[src/atbs_pkg.sv]
`timescale 1ns / 1ps
// Shared types and constants for the AES timing byte statistics block.
// No dependencies; every other file imports this package.
package atbs_pkg;

  // Table geometry
  localparam int unsigned POSITIONS   = 16;
  localparam int unsigned BYTE_VALUES = 256;
  localparam int unsigned ENTRIES     = POSITIONS * BYTE_VALUES;
  localparam int unsigned POS_W       = 4;
  localparam int unsigned BYTE_W      = 8;
  localparam int unsigned ADDR_W      = POS_W + BYTE_W;

  // Field widths
  localparam int unsigned CNT_W  = 36;
  localparam int unsigned SUM_W  = 50;
  localparam int unsigned SQS_W  = 64;
  localparam int unsigned TIME_W = 32;
  localparam int unsigned TAIL_W = 15;
  localparam int unsigned SQ_W   = 2 * TAIL_W;
  localparam int unsigned CT_W   = 128;

  // Configuration port
  localparam int unsigned CFG_IDX_W  = 1;
  localparam int unsigned CFG_DATA_W = 16;
  localparam logic [CFG_IDX_W-1:0] CFG_ATTACK_MODE = 1'b0;
  localparam logic [CFG_IDX_W-1:0] CFG_TAIL_LIMIT  = 1'b1;
  localparam logic [TAIL_W-1:0]    TAIL_RESET      = 15'd10000;

  // Fixed last round key, words big-endian over ciphertext bytes 0..15
  localparam logic [CT_W-1:0] LAST_ROUND_KEY =
    128'hb4ef5bcb_3e92e211_23e951cf_6f8f188e;

  typedef struct packed {
    logic              mode;
    logic [63:0]       cipher_high;
    logic [63:0]       cipher_low;
    logic [TIME_W-1:0] timing;
    logic [POS_W-1:0]  read_position;
    logic [BYTE_W-1:0] read_byte;
  } in_item_t;

  typedef struct packed {
    logic             accepted;
    logic [CNT_W-1:0] entry_count_out;
    logic [SUM_W-1:0] entry_sum_out;
    logic [SQS_W-1:0] entry_sumsq_out;
    logic [CNT_W-1:0] total_samples_out;
    logic [SUM_W-1:0] total_time_out;
  } out_item_t;

  typedef struct packed {
    logic [CFG_IDX_W-1:0]  reg_idx;
    logic [CFG_DATA_W-1:0] wdata;
  } cfg_item_t;

  // One row of the statistics memory
  typedef struct packed {
    logic [CNT_W-1:0] count;
    logic [SUM_W-1:0] sum;
    logic [SQS_W-1:0] sumsq;
  } entry_t;

  // Classified command handed from the front to the back
  typedef struct packed {
    logic                              is_read;
    logic                              keep;
    logic [POSITIONS-1:0][BYTE_W-1:0]  bytes;
    logic [TAIL_W-1:0]                 tm;
    logic [SQ_W-1:0]                   sq;
    logic [ADDR_W-1:0]                 rd_addr;
  } cmd_t;

  // Inverse ShiftRows: state byte i comes from ciphertext byte returned here
  function automatic int unsigned inv_shift_src(int unsigned i);
    int unsigned w;
    int unsigned r;
    w = i >> 2;
    r = i & 3;
    return 4 * ((w + 4 - r) & 3) + r;
  endfunction

endpackage

[src/atbs_queue.sv]
`timescale 1ns / 1ps
// Short command queue between front and back end.
// Depends on atbs_pkg for the command type.
module atbs_queue
  import atbs_pkg::*;
#(
  parameter int unsigned DEPTH = 2
) (
  input  logic clk_i,
  input  logic rst_ni,
  input  logic push_valid_i,
  output logic push_ready_o,
  input  cmd_t push_data_i,
  output logic pop_valid_o,
  input  logic pop_ready_i,
  output cmd_t pop_data_o
);

  localparam int unsigned PTR_W = (DEPTH > 1) ? $clog2(DEPTH) : 1;
  localparam int unsigned CNT_W_Q = $clog2(DEPTH + 1);

  cmd_t               slot_q [DEPTH];
  logic [PTR_W-1:0]   wr_ptr_q, wr_ptr_d;
  logic [PTR_W-1:0]   rd_ptr_q, rd_ptr_d;
  logic [CNT_W_Q-1:0] count_q, count_d;
  logic               push, pop;

  assign push_ready_o = (count_q != CNT_W_Q'(DEPTH));
  assign pop_valid_o  = (count_q != '0);
  assign pop_data_o   = slot_q[rd_ptr_q];
  assign push         = push_valid_i && push_ready_o;
  assign pop          = pop_valid_o && pop_ready_i;

  // Advance pointers and occupancy
  always_comb begin
    wr_ptr_d = wr_ptr_q;
    rd_ptr_d = rd_ptr_q;
    count_d  = count_q;
    if (push) begin
      wr_ptr_d = (wr_ptr_q == PTR_W'(DEPTH - 1)) ? '0 : wr_ptr_q + 1'b1;
    end
    if (pop) begin
      rd_ptr_d = (rd_ptr_q == PTR_W'(DEPTH - 1)) ? '0 : rd_ptr_q + 1'b1;
    end
    if (push && !pop) begin
      count_d = count_q + 1'b1;
    end else if (pop && !push) begin
      count_d = count_q - 1'b1;
    end
  end

  always_ff @(posedge clk_i or negedge rst_ni) begin
    if (!rst_ni) begin
      wr_ptr_q <= '0;
      rd_ptr_q <= '0;
      count_q  <= '0;
    end else begin
      wr_ptr_q <= wr_ptr_d;
      rd_ptr_q <= rd_ptr_d;
      count_q  <= count_d;
    end
  end

  // Store payload
  always_ff @(posedge clk_i) begin
    if (push) begin
      slot_q[wr_ptr_q] <= push_data_i;
    end
  end

endmodule

[config.mk]
export PLATFORM = sky130hd
export DESIGN_NAME = atbs_queue
export DESIGN_NICKNAME = d
export VERILOG_FILES = /design/src/atbs_pkg.sv /design/src/atbs_queue.sv
export SDC_FILE = /design/constraint.sdc
export NUM_CORES = 1
export LEC_CHECK = 0
export ABC_AREA = 1
export BUFFER_PORTS_ARGS = -buffer_cell sky130_fd_sc_hd__buf_2
export CAP_MARGIN = 30
export CORE_ASPECT_RATIO = 0.5
export CORE_MARGIN = 2
export CORE_UTILIZATION = 40
export DETAILED_ROUTE_END_ITERATION = 16
export PLACE_DENSITY = 0.64
export RECOVER_POWER = 50
export SYNTH_ARGS = -nofsm -noshare
export SYNTH_HDL_FRONTEND = slang
export SYNTH_SLANG_ARGS = --single-unit
[constraint.sdc]
create_clock -name clk_i -period 11.4 [get_ports clk_i]
set_input_delay 1.14 -clock clk_i [delete_from_list [all_inputs] [get_ports clk_i]]
set_output_delay 1.14 -clock clk_i [all_outputs]
set_load 0.005 [all_outputs]
==> metrics <==
final hold slack=approximately 0.47 ns; clock transition time at the flip-flop clock pins of the worst setup and hold paths=0.06 ns; DR vias=8700; synthesized flop and latch total=378; hpwl dp=21400 um; Sw Ratio=32.1%; 1st-iter DRT viols=635; Clock power frac=26.0%; WL final=32600 um; # DRC=0; reg2reg setup slack=6.70 ns; final setup fails=0; Core ar.=0.0343 mm^2; Worst path max stage delay=2.27 ns; worst setup path start=push_valid_i; max_cap viols=2; Syn Std Cell Area=0.0139 mm^2; gpl congestion=just over 0.8; Leak=7.17 nW; most common cell after layout, fill and taps aside=nand2_1; Syn-to-layout area delta=24.5%; postcts setup bufs=0; Critical Path RT=11.52 ns; number of global-route vias before repair=8421; Hold Path Class=in2async; slowest stage cell, crit path=clkbuf_1; Crit path max-delay family=buffers and inverters; first-pass GRT wire length=46700 um; Cell Pwr Density=approximately 260 mW/mm^2; Compound-Gate Fraction of Synth Area=0%; Critical Path End Type=flip-flop; Final WS setup=roughly 6.6 ns; storage element area=about 0.011 mm^2; Seq/Total Area, Yosys=between 80 and 90%; Worst Path Buf+Inv=3; YS warnings=0; post-synth cell types=15; CTS tree=done; DIE WIDTH=267 um; Worst-Margin Slew=3.25 ns; min Tclk post-route=4.84 ns; final instance area=0.0172 mm^2; Post-DP Area=0.0161 mm^2; Power Internal=3.01 mW; Tcrit/Tclk final=~42%; mux cell area share after synthesis=0%; total CTS buffers=36; TNS Setup=0 ns; CP Launch Type=primary input; Reg2Reg Depth=6; cts repair resizes=0; peak fanout along the critical path=70; RSZ-0062 raised after global routing=false; WL/cell=17.2 um; Fill cells=slightly above 3000; H-tree Lvls=2; Avg Cell Area, Syn=13.8 um^2; Crit Reg-Reg Endpoint=slot_q[0][97]; kind of critical path=in2reg; final number of max-transition violations=96; Post-Synthesis Cells=1005; r2r startpoint=count_q[0]; multi-input logic area=0.00221 mm^2; DIE AREA=between 0.03 and 0.04 mm^2; Layout Nets=1585; synthesized-area fraction occupied by and/or/nand/nor cells=15.6%; clk buf depth=3; maximum VDD drop=approximately 160 uV; Worst Skew=0.0157 ns; Placement Rows=48; GRT Util Overall=between 10% and 20%; CTS sink count=378; CP Depth=5; layout cells sized above 1=between 20 and 30%; Post-Synth Adder-Cell Area=0.0903%; initial antenna violation count=5; insertion delay to the later sink of the worst-skew pair=0.51 ns; status=finished with violations; # IOs=380; GR Overflow Total=0; combinational fraction of design power=28.6%; Slew HR=-117%; main combinational cell family by area after synthesis=simple AND/OR/NAND/NOR gates; XOR/XNOR Fraction of Synth Area=less than 1%; Initial Utilization=roughly two fifths; switching power=1.43 mW; DR vias/cell=4.58; clock root buffer=clkbuf_16; fmax=206 MHz; Die Ht=136 um; largest net degree at the start of global routing=roughly 100; Pre-antenna DRT Iters=4; Place WS=roughly 7 ns; Routed Antenna Nets=0; Final Hold Fails=0; commonest non-fill, non-tap cells in the layout=nand2_1 (571), edfxtp_1 (374), buf_2 (297); failing checks=capacitance limit, slew limit; Sequential Power Share=45.4%; Crit path arrival time=4.96 ns; CP Cell Sequence=buf_2 -> nand2_1 -> nor2_4 -> clkbuf_1 -> buf_4; hold_buf cts=0; Buffers on Ports=around 380; Syn Nets=about 1200
[through the flow]
step | cells | total power, mW | util, %
2_1_floorplan | 1005 | 2.82 | -
3_3_place_gp | 1827 | 3.28 | 47.1
5_1_grt | 1897 | 4.69 | 50.3
4_1_cts | 1889 | 4.49 | 50.3
3_5_place_dp | 1827 | 3.32 | 47.1
6_report | 1899 | 4.44 | 50.3
[state kept, by name (all words and copies together), names as in the netlist]
| signal | cells |
|---|---|
| slot_q | 374 |
| count_q | 2 |
| rd_ptr_q | 1 |
| wr_ptr_q | 1 |
[power by group through the flow]
stage,Combinational [mW],Sequential [mW],Clock [mW]
global placement,1.25,2.03,0
global route,1.41,2.04,1.24
finish,1.27,2.02,1.15
detailed placement,1.28,2.04,0
floorplan,0.730,2.09,0
CTS,1.29,2.01,1.19
[final cells by class]
| class | instances | share of cell area [%] |
|---|---|---|
| diodes | 7 | 0.102 |
| clock buffers | 49 | 5.86 |
| clock inverters | 13 | 0.668 |
| inverters | 7 | 0.181 |
| multi-input cells | 579 | 12.8 |
| flip-flops and latches | 378 | 65.7 |
| well taps | 475 | 3.45 |
| repair buffers | 391 | 11.2 |
[kinds of logic (layout without fill, tap and decap cells)]
| group | count (synthesis) | in the layout |
|---|---|---|
| flops | 378 | 378 |
| other cells | 0 | 7 |
| simple gates | 576 | 576 |
| fa+ha+maj | 1 | 1 |
| xor+xnor | 2 | 2 |
| buf+inv | 48 | 460 |
[Yosys cell counts]
library cell | n | area share (%)
buf_4 | 5 | 0.27
nand2_1 | 571 | 15
inv_1 | 6 | 0.16
xnor2_1 | 1 | 0.063
nand3_1 | 2 | 0.072
nor2_1 | 2 | 0.054
buf_2 | 20 | 0.72
inv_4 | 1 | 0.045
nand4_1 | 1 | 0.045
clkbuf_1 | 3 | 0.081
buf_6 | 13 | 1.1
dfrtp_1 | 4 | 0.72
edfxtp_1 | 374 | 81
xor2_1 | 1 | 0.063
ha_1 | 1 | 0.090
[layer usage]
layer	wire length, um	vias to the layer above	global-route usage, %
met4	1340	0	8.33
met5	0	-	0
li1	-	4194	-
met3	1260	79	3.05
met1	11800	4233	18.6
met2	18200	194	31.9
[worst max path at each step]
stage                     endpoint  slack [ns]
CTS                 pop_data_o[47]        6.84
detailed placement  slot_q[1][114]        7.06
finish               slot_q[0][97]        6.56
global placement    slot_q[1][105]        7.14
floorplan             slot_q[0][0]        1.66
global route         slot_q[0][85]        6.28
Note: power is estimated with default switching activity, not from simulation.
