===== src/atbs_pkg.sv =====
`timescale 1ns / 1ps
// Shared types and constants for the AES timing byte statistics block.
// No dependencies; every other file imports this package.
package atbs_pkg;

  // Table geometry
  localparam int unsigned POSITIONS   = 16;
  localparam int unsigned BYTE_VALUES = 256;
  localparam int unsigned ENTRIES     = POSITIONS * BYTE_VALUES;
  localparam int unsigned POS_W       = 4;
  localparam int unsigned BYTE_W      = 8;
  localparam int unsigned ADDR_W      = POS_W + BYTE_W;

  // Field widths
  localparam int unsigned CNT_W  = 36;
  localparam int unsigned SUM_W  = 50;
  localparam int unsigned SQS_W  = 64;
  localparam int unsigned TIME_W = 32;
  localparam int unsigned TAIL_W = 15;
  localparam int unsigned SQ_W   = 2 * TAIL_W;
  localparam int unsigned CT_W   = 128;

  // Configuration port
  localparam int unsigned CFG_IDX_W  = 1;
  localparam int unsigned CFG_DATA_W = 16;
  localparam logic [CFG_IDX_W-1:0] CFG_ATTACK_MODE = 1'b0;
  localparam logic [CFG_IDX_W-1:0] CFG_TAIL_LIMIT  = 1'b1;
  localparam logic [TAIL_W-1:0]    TAIL_RESET      = 15'd10000;

  // Fixed last round key, words big-endian over ciphertext bytes 0..15
  localparam logic [CT_W-1:0] LAST_ROUND_KEY =
    128'hb4ef5bcb_3e92e211_23e951cf_6f8f188e;

  typedef struct packed {
    logic              mode;
    logic [63:0]       cipher_high;
    logic [63:0]       cipher_low;
    logic [TIME_W-1:0] timing;
    logic [POS_W-1:0]  read_position;
    logic [BYTE_W-1:0] read_byte;
  } in_item_t;

  typedef struct packed {
    logic             accepted;
    logic [CNT_W-1:0] entry_count_out;
    logic [SUM_W-1:0] entry_sum_out;
    logic [SQS_W-1:0] entry_sumsq_out;
    logic [CNT_W-1:0] total_samples_out;
    logic [SUM_W-1:0] total_time_out;
  } out_item_t;

  typedef struct packed {
    logic [CFG_IDX_W-1:0]  reg_idx;
    logic [CFG_DATA_W-1:0] wdata;
  } cfg_item_t;

  // One row of the statistics memory
  typedef struct packed {
    logic [CNT_W-1:0] count;
    logic [SUM_W-1:0] sum;
    logic [SQS_W-1:0] sumsq;
  } entry_t;

  // Classified command handed from the front to the back
  typedef struct packed {
    logic                              is_read;
    logic                              keep;
    logic [POSITIONS-1:0][BYTE_W-1:0]  bytes;
    logic [TAIL_W-1:0]                 tm;
    logic [SQ_W-1:0]                   sq;
    logic [ADDR_W-1:0]                 rd_addr;
  } cmd_t;

  // Inverse ShiftRows: state byte i comes from ciphertext byte returned here
  function automatic int unsigned inv_shift_src(int unsigned i);
    int unsigned w;
    int unsigned r;
    w = i >> 2;
    r = i & 3;
    return 4 * ((w + 4 - r) & 3) + r;
  endfunction

endpackage


===== src/atbs_if.sv =====
`timescale 1ns / 1ps
// Valid/ready channel interfaces for items, results and configuration writes.
// Depends on atbs_pkg for the payload types.
interface atbs_in_if
  import atbs_pkg::*;
();
  logic     valid;
  logic     ready;
  in_item_t data;
  modport source (output valid, output data, input ready);
  modport sink (input valid, input data, output ready);
endinterface


interface atbs_cfg_if
  import atbs_pkg::*;
();
  logic      valid;
  logic      ready;
  cfg_item_t data;
  modport source (output valid, output data, input ready);
  modport sink (input valid, input data, output ready);
endinterface


===== src/atbs_front.sv =====
`timescale 1ns / 1ps
// Front end: configuration registers, key removal, inverse ShiftRows, clipping.
// Depends on atbs_pkg and the channel interfaces in atbs_if.sv.
module atbs_front
  import atbs_pkg::*;
(
  input  logic       clk_i,
  input  logic       rst_ni,
  atbs_cfg_if.sink   cfg_i,
  atbs_in_if.sink    in_i,
  input  logic       clear_busy_i,
  output logic       push_valid_o,
  input  logic       push_ready_i,
  output cmd_t       push_data_o
);

  logic              attack_q, attack_d;
  logic [TAIL_W-1:0] tail_q, tail_d;
  logic [CT_W-1:0]   ct;
  logic [TAIL_W-1:0] tm;

  // Configuration writes, always taken
  assign cfg_i.ready = 1'b1;

  always_comb begin
    attack_d = attack_q;
    tail_d   = tail_q;
    if (cfg_i.valid) begin
      unique case (cfg_i.data.reg_idx)
        CFG_ATTACK_MODE: attack_d = cfg_i.data.wdata[0];
        CFG_TAIL_LIMIT:  tail_d   = cfg_i.data.wdata[TAIL_W-1:0];
      endcase
    end
  end

  always_ff @(posedge clk_i or negedge rst_ni) begin
    if (!rst_ni) begin
      attack_q <= 1'b0;
      tail_q   <= TAIL_RESET;
    end else begin
      attack_q <= attack_d;
      tail_q   <= tail_d;
    end
  end

  // Strip the last round key in study mode
  assign ct = {in_i.data.cipher_high, in_i.data.cipher_low}
              ^ (attack_q ? '0 : LAST_ROUND_KEY);
  assign tm = in_i.data.timing[TAIL_W-1:0];

  // Classify the item and build the command
  always_comb begin
    push_data_o.is_read = in_i.data.mode;
    push_data_o.keep    = !in_i.data.mode
                          && (in_i.data.timing < {{(TIME_W-TAIL_W){1'b0}}, tail_q});
    for (int unsigned i = 0; i < POSITIONS; i++) begin
      push_data_o.bytes[i] = ct[CT_W-1-BYTE_W*inv_shift_src(i) -: BYTE_W];
    end
    push_data_o.tm      = tm;
    push_data_o.sq      = {{TAIL_W{1'b0}}, tm} * {{TAIL_W{1'b0}}, tm};
    push_data_o.rd_addr = {in_i.data.read_position, in_i.data.read_byte};
  end

  // Hold items off while the table is being cleared
  assign push_valid_o = in_i.valid && !clear_busy_i;
  assign in_i.ready   = push_ready_i && !clear_busy_i;

endmodule


===== src/flat_wrapper.sv =====
// flat-port wrapper written by rule: the top's interface ports become plain ports
module atbs_front_flat import atbs_pkg::*;
  (clk_i, rst_ni, clear_busy_i, push_valid_o, push_ready_i, push_data_o, cfg_i_valid, cfg_i_data, cfg_i_ready, in_i_valid, in_i_data, in_i_ready);
  atbs_cfg_if cfg_i_i ();
  atbs_in_if in_i_i ();
  input  logic clk_i;
  input  logic rst_ni;
  input  logic clear_busy_i;
  output logic push_valid_o;
  input  logic push_ready_i;
  output cmd_t push_data_o;
  input wire logic [$bits(cfg_i_i.valid)-1:0] cfg_i_valid;
  input wire logic [$bits(cfg_i_i.data)-1:0] cfg_i_data;
  output wire logic [$bits(cfg_i_i.ready)-1:0] cfg_i_ready;
  input wire logic [$bits(in_i_i.valid)-1:0] in_i_valid;
  input wire logic [$bits(in_i_i.data)-1:0] in_i_data;
  output wire logic [$bits(in_i_i.ready)-1:0] in_i_ready;
  assign cfg_i_i.valid = cfg_i_valid;
  assign cfg_i_i.data = cfg_i_data;
  assign cfg_i_ready = cfg_i_i.ready;
  assign in_i_i.valid = in_i_valid;
  assign in_i_i.data = in_i_data;
  assign in_i_ready = in_i_i.ready;
  atbs_front u_core (.clk_i(clk_i), .rst_ni(rst_ni), .cfg_i(cfg_i_i), .in_i(in_i_i), .clear_busy_i(clear_busy_i), .push_valid_o(push_valid_o), .push_ready_i(push_ready_i), .push_data_o(push_data_o));
endmodule

===== config.mk =====
export PLATFORM = sky130hd
export DESIGN_NAME = atbs_front_flat
export DESIGN_NICKNAME = d
export VERILOG_FILES = /design/src/atbs_pkg.sv /design/src/atbs_if.sv /design/src/atbs_front.sv /design/src/flat_wrapper.sv
export SDC_FILE = /design/constraint.sdc
export NUM_CORES = 1
export LEC_CHECK = 0
export ABC_AREA = 1
export ABC_CLOCK_PERIOD_IN_PS = 7500
export BUFFER_PORTS_ARGS = -buffer_cell sky130_fd_sc_hd__buf_2
export CAP_MARGIN = 20
export CORE_AREA = 2 2 150 152
export CTS_CLUSTER_DIAMETER = 150
export DETAILED_ROUTE_END_ITERATION = 10
export DIE_AREA = 0 0 152 154
export PLACE_DENSITY = 0.86
export SETUP_SLACK_MARGIN = 0.2
export SLEW_MARGIN = 20
export SYNTH_ARGS = -nofsm -noshare
export SYNTH_HDL_FRONTEND = slang
export SYNTH_SLANG_ARGS = --single-unit

===== constraint.sdc =====
create_clock -name clk_i -period 7.5 [get_ports clk_i]
set_clock_uncertainty 0.1 [all_clocks]
set_input_delay 1.5 -clock clk_i [delete_from_list [all_inputs] [get_ports clk_i]]
set_output_delay 1.5 -clock clk_i [all_outputs]
set_load 0.05 [all_outputs]

==> qor.tcl <==
set qor(timing.final.crit_share_pct) 109
set qor(port_buffers) 240
set qor(grt_pass1_wl_um) 51500
set qor(post_drt_via_cell_ratio) 5.29
set qor(clkTransAtPathRegs_ns) 0.05
set qor(drv_slew) 0
set qor(clk_path_buf_depth) 2
set qor(synth-main-ff-cell) {sky130_fd_sc_hd__dfrtp_1}
set qor(area.sequential_um2) 410
set qor(grt_max_degree) 71
set qor(synthesis.area_per_instance_um2) 7.35
set qor(die_height_um) 154
set qor(endpoint_kind) {output pin}
set qor(synth.yosys.warnings) 0
set qor(final_layout_size_suffix_gt1_share_pct) 43.7
set qor(layout-area-overhead-vs-synth_pct) 41.7
set qor(type_of_the_setup_path_with_the_least_slack) {input pin to output pin}
set qor(tritoncts) {done}
set qor(grt_setup_unrepaired) {yes}
set qor(ioPinCount) 386
set qor(startpoint_type) {input pin}
set qor(tightestPinTransition_ns) 1.11
set qor(hpwlAfterDp_um) 26500
set qor(async_reset_ff_share_pct) 100
set qor(maxSlewHeadroom_pct) 26.2
set qor(drc_errors) 0
set qor(hold_violations) 0
set qor(tritoncts.num_buffers) 3
set qor(grt-ovfl-total) 0
set qor(ys_seq_area_share_pct) 4.37
set qor(route.detailed.wl_per_inst_um) 20.8
set qor(die_area_mm2) 0.0234
set qor(yosysUniqueCellTypes) 35
set qor(n_antenna_cell) 0
set qor(antenna_found_initial) 2
set qor(clock.fmax_ghz) 0.122
set qor(clockRootBuffer) {sky130_fd_sc_hd__clkbuf_16}
set qor(route.final.wire_length_um) 38000
set qor(synth.largest_area_cell) {sky130_fd_sc_hd__fa_1}
set qor(min_path_type) {flop to flop}
set qor(routabilityCongestion) 0.928
set qor(postSynthCellCount) 1266
set qor(first_iter_violations) 789
set qor(initial_core_util_pct) 42.9
set qor(synth.ff_latch_count) 16
set qor(std_cell_rows) 54
set qor(syn_nets) 1704
set qor(drtAntennaViolNets) 0
set qor(multi_input_area_mm2) 0.00815
set qor(run_status) {finished with violations}
set qor(synth.top_cells.by_count) {sky130_fd_sc_hd__inv_1 (346), sky130_fd_sc_hd__nand2_1 (268), sky130_fd_sc_hd__fa_1 (137)}
set qor(drv.max_cap_violation_count) 0
set qor(number_of_flops_mapped_to_enable_cells_by_yosys) 0
set qor(cp.arrival_ns) 6.60
set qor(cp_data_required_time_ns) 5.90
set qor(totalNegativeSetupSlack_ns) -12.41
set qor(clock_tree.htree_level_count) 1
set qor(routed-via-count) 9641
set qor(clock_sink_count) 16
set qor(finalWorstPathRequiredPeriod_ns) 8.20
set qor(core_area_mm2) 0.0217
set qor(number_of_global_route_vias_before_repair) 9954
set qor(die_w_um) 152
set qor(layout.filler_cells) 1653
set qor(post-synth-top-area-fraction_pct) 29.5
set qor(postLayoutSetupSlackWorst_ns) -0.697
set qor(worst_skew_pair_later_pin_latency_ns) 0.25
set qor(final_nets) 1983
set qor(yosys.cell_count.top_type) {sky130_fd_sc_hd__inv_1}
set qor(violations) {setup timing}
set qor(grtUsageTotal_pct) 27.8
set qor(cts_hold_repair.buffers) 0
set qor(synth_area_mm2) 0.00931
set qor(drt-pass1-iter-count) 6
set qor(cp_max_fanout) 8
set qor(final-setup-viol-count) 22
set qor(post_synth_main_area_contributors) {sky130_fd_sc_hd__fa_1 (29%), sky130_fd_sc_hd__ha_1 (14%), sky130_fd_sc_hd__inv_1 (14%)}
==> layout by cell type, fill, tap and decap left out, types with 7 or more instances in the layout <==
master	instances
sky130_fd_sc_hd__buf_2	202
sky130_fd_sc_hd__xnor2_1	72
sky130_fd_sc_hd__inv_2	53
sky130_fd_sc_hd__nor2_4	14
sky130_fd_sc_hd__nand3_2	15
sky130_fd_sc_hd__dfrtp_1	10
sky130_fd_sc_hd__buf_8	18
sky130_fd_sc_hd__nor2_1	43
sky130_fd_sc_hd__nand2_1	170
sky130_fd_sc_hd__inv_1	292
sky130_fd_sc_hd__ha_1	76
sky130_fd_sc_hd__buf_12	11
sky130_fd_sc_hd__buf_4	123
sky130_fd_sc_hd__nand4_1	12
sky130_fd_sc_hd__xor2_1	7
sky130_fd_sc_hd__a21oi_1	30
sky130_fd_sc_hd__nand3_1	7
sky130_fd_sc_hd__buf_6	39
sky130_fd_sc_hd__nand2_4	30
sky130_fd_sc_hd__ha_4	27
sky130_fd_sc_hd__nand2_2	68
sky130_fd_sc_hd__fa_2	10
sky130_fd_sc_hd__fa_1	127
==> area by class of cell <==
| class | instances | share of cell area [%] |
|---|---|---|
| Multi-Input combinational cell | 782 | 61.8 |
| Timing Repair Buffer | 394 | 21.8 |
| Tap cell | 280 | 2.66 |
| Clock buffer | 4 | 0.673 |
| Inverter | 348 | 9.98 |
| Sequential cell | 16 | 3.11 |
==> registers in the layout (all words and copies together) (netlist names) <==
name,cells
u_core.attack_q,1
u_core.tail_q,15
==> critical path, cell delays in order <==
cell and delay (ns):
sky130_fd_sc_hd__buf_6 0.13, sky130_fd_sc_hd__buf_4 0.16, sky130_fd_sc_hd__nand2_1 0.12, sky130_fd_sc_hd__inv_2 0.08, sky130_fd_sc_hd__ha_4 0.23, sky130_fd_sc_hd__xnor2_2 0.14, sky130_fd_sc_hd__fa_1 0.54, sky130_fd_sc_hd__inv_1 0.08
sky130_fd_sc_hd__fa_2 0.61, sky130_fd_sc_hd__fa_2 0.47, sky130_fd_sc_hd__fa_1 0.52, sky130_fd_sc_hd__inv_1 0.06, sky130_fd_sc_hd__fa_1 0.51, sky130_fd_sc_hd__inv_2 0.05, sky130_fd_sc_hd__ha_4 0.31, sky130_fd_sc_hd__nand2_4 0.08
sky130_fd_sc_hd__nor2_4 0.11, sky130_fd_sc_hd__inv_2 0.10, sky130_fd_sc_hd__nor3_4 0.23, sky130_fd_sc_hd__buf_6 0.15, sky130_fd_sc_hd__a21oi_4 0.06, sky130_fd_sc_hd__xnor2_4 0.15, sky130_fd_sc_hd__buf_8 0.17
==> layer usage <==
metal | part of all wire, % | global-route usage [%] | up-vias
li1 | - | - | 4127
met4 | 7.1 | 11.6 | 2
met1 | 33 | 30.7 | 4655
met2 | 50 | 51.1 | 632
met5 | 0.034 | 0 | -
met3 | 9.2 | 6.43 | 225
==> path summary, 6_finish.rpt <==
| kind | slack, ns | startpoint | cells past startpoint | end |
|---|---|---|---|---|
| max | -0.70 | in_i_data[20] | 23 | push_data_o[29] |
| min | 0.40 | u_core.tail_q[0]$_DFFE_PN0P_ | 2 | u_core.tail_q[0]$_DFFE_PN0P_ |
| max reg2reg | 5.85 | u_core.attack_q$_DFFE_PN0P_ | 2 | u_core.attack_q$_DFFE_PN0P_ |
| min reg2reg | 0.40 | u_core.tail_q[0]$_DFFE_PN0P_ | 2 | u_core.tail_q[0]$_DFFE_PN0P_ |
| max in group asynchronous | 5.91 | rst_ni | 1 | u_core.tail_q[10]$_DFFE_PN1P_ |
| min in group asynchronous | 1.07 | rst_ni | 1 | u_core.tail_q[2]$_DFFE_PN0P_ |
==> per-stage QoR <==
| step | area [um2] | instances | util, % | hold WS (ns) | setup slack (ns) |
|---|---|---|---|---|---|
| 5_1_grt | 13200 | 1824 | 60.8 | 0.420 | -0.748 |
| 3_5_place_dp | 11400 | 1781 | 52.5 | 0.383 | -0.814 |
| 4_1_cts | 12600 | 1805 | 57.9 | 0.396 | -0.479 |
| 6_report | 13200 | 1824 | 60.8 | 0.397 | -0.697 |
| 2_1_floorplan | 9840 | 1266 | - | 0.353 | -0.301 |
| 3_3_place_gp | 11400 | 1781 | 52.5 | 0.373 | -0.714 |
==> logic make-up (layout without fill, tap and decap cells) <==
family	count (synthesis)	in the layout	synth area share [%]
flip-flops	16	16	4.37
AO/OA/AOI/OAI	55	55	3.23
AND/OR/NAND/NOR	390	390	17.4
buffers and inverters	468	746	22.6
XOR/XNOR	93	93	8.75
adder cells (fa/ha/maj)	242	242	43.6
other	2	2	0.0807
==> timing repair <==
item | 4_1_cts | 5_1_grt
cloned | 0 | 0
pin swaps | 109 | 75
resized for setup | 252 | 136
setup endpoints to repair | 23 | 23
buffers inserted | 20 | 19
Power is not shown: default switching activity piles up to over one toggle a cycle in this logic, so the estimate is an artifact.
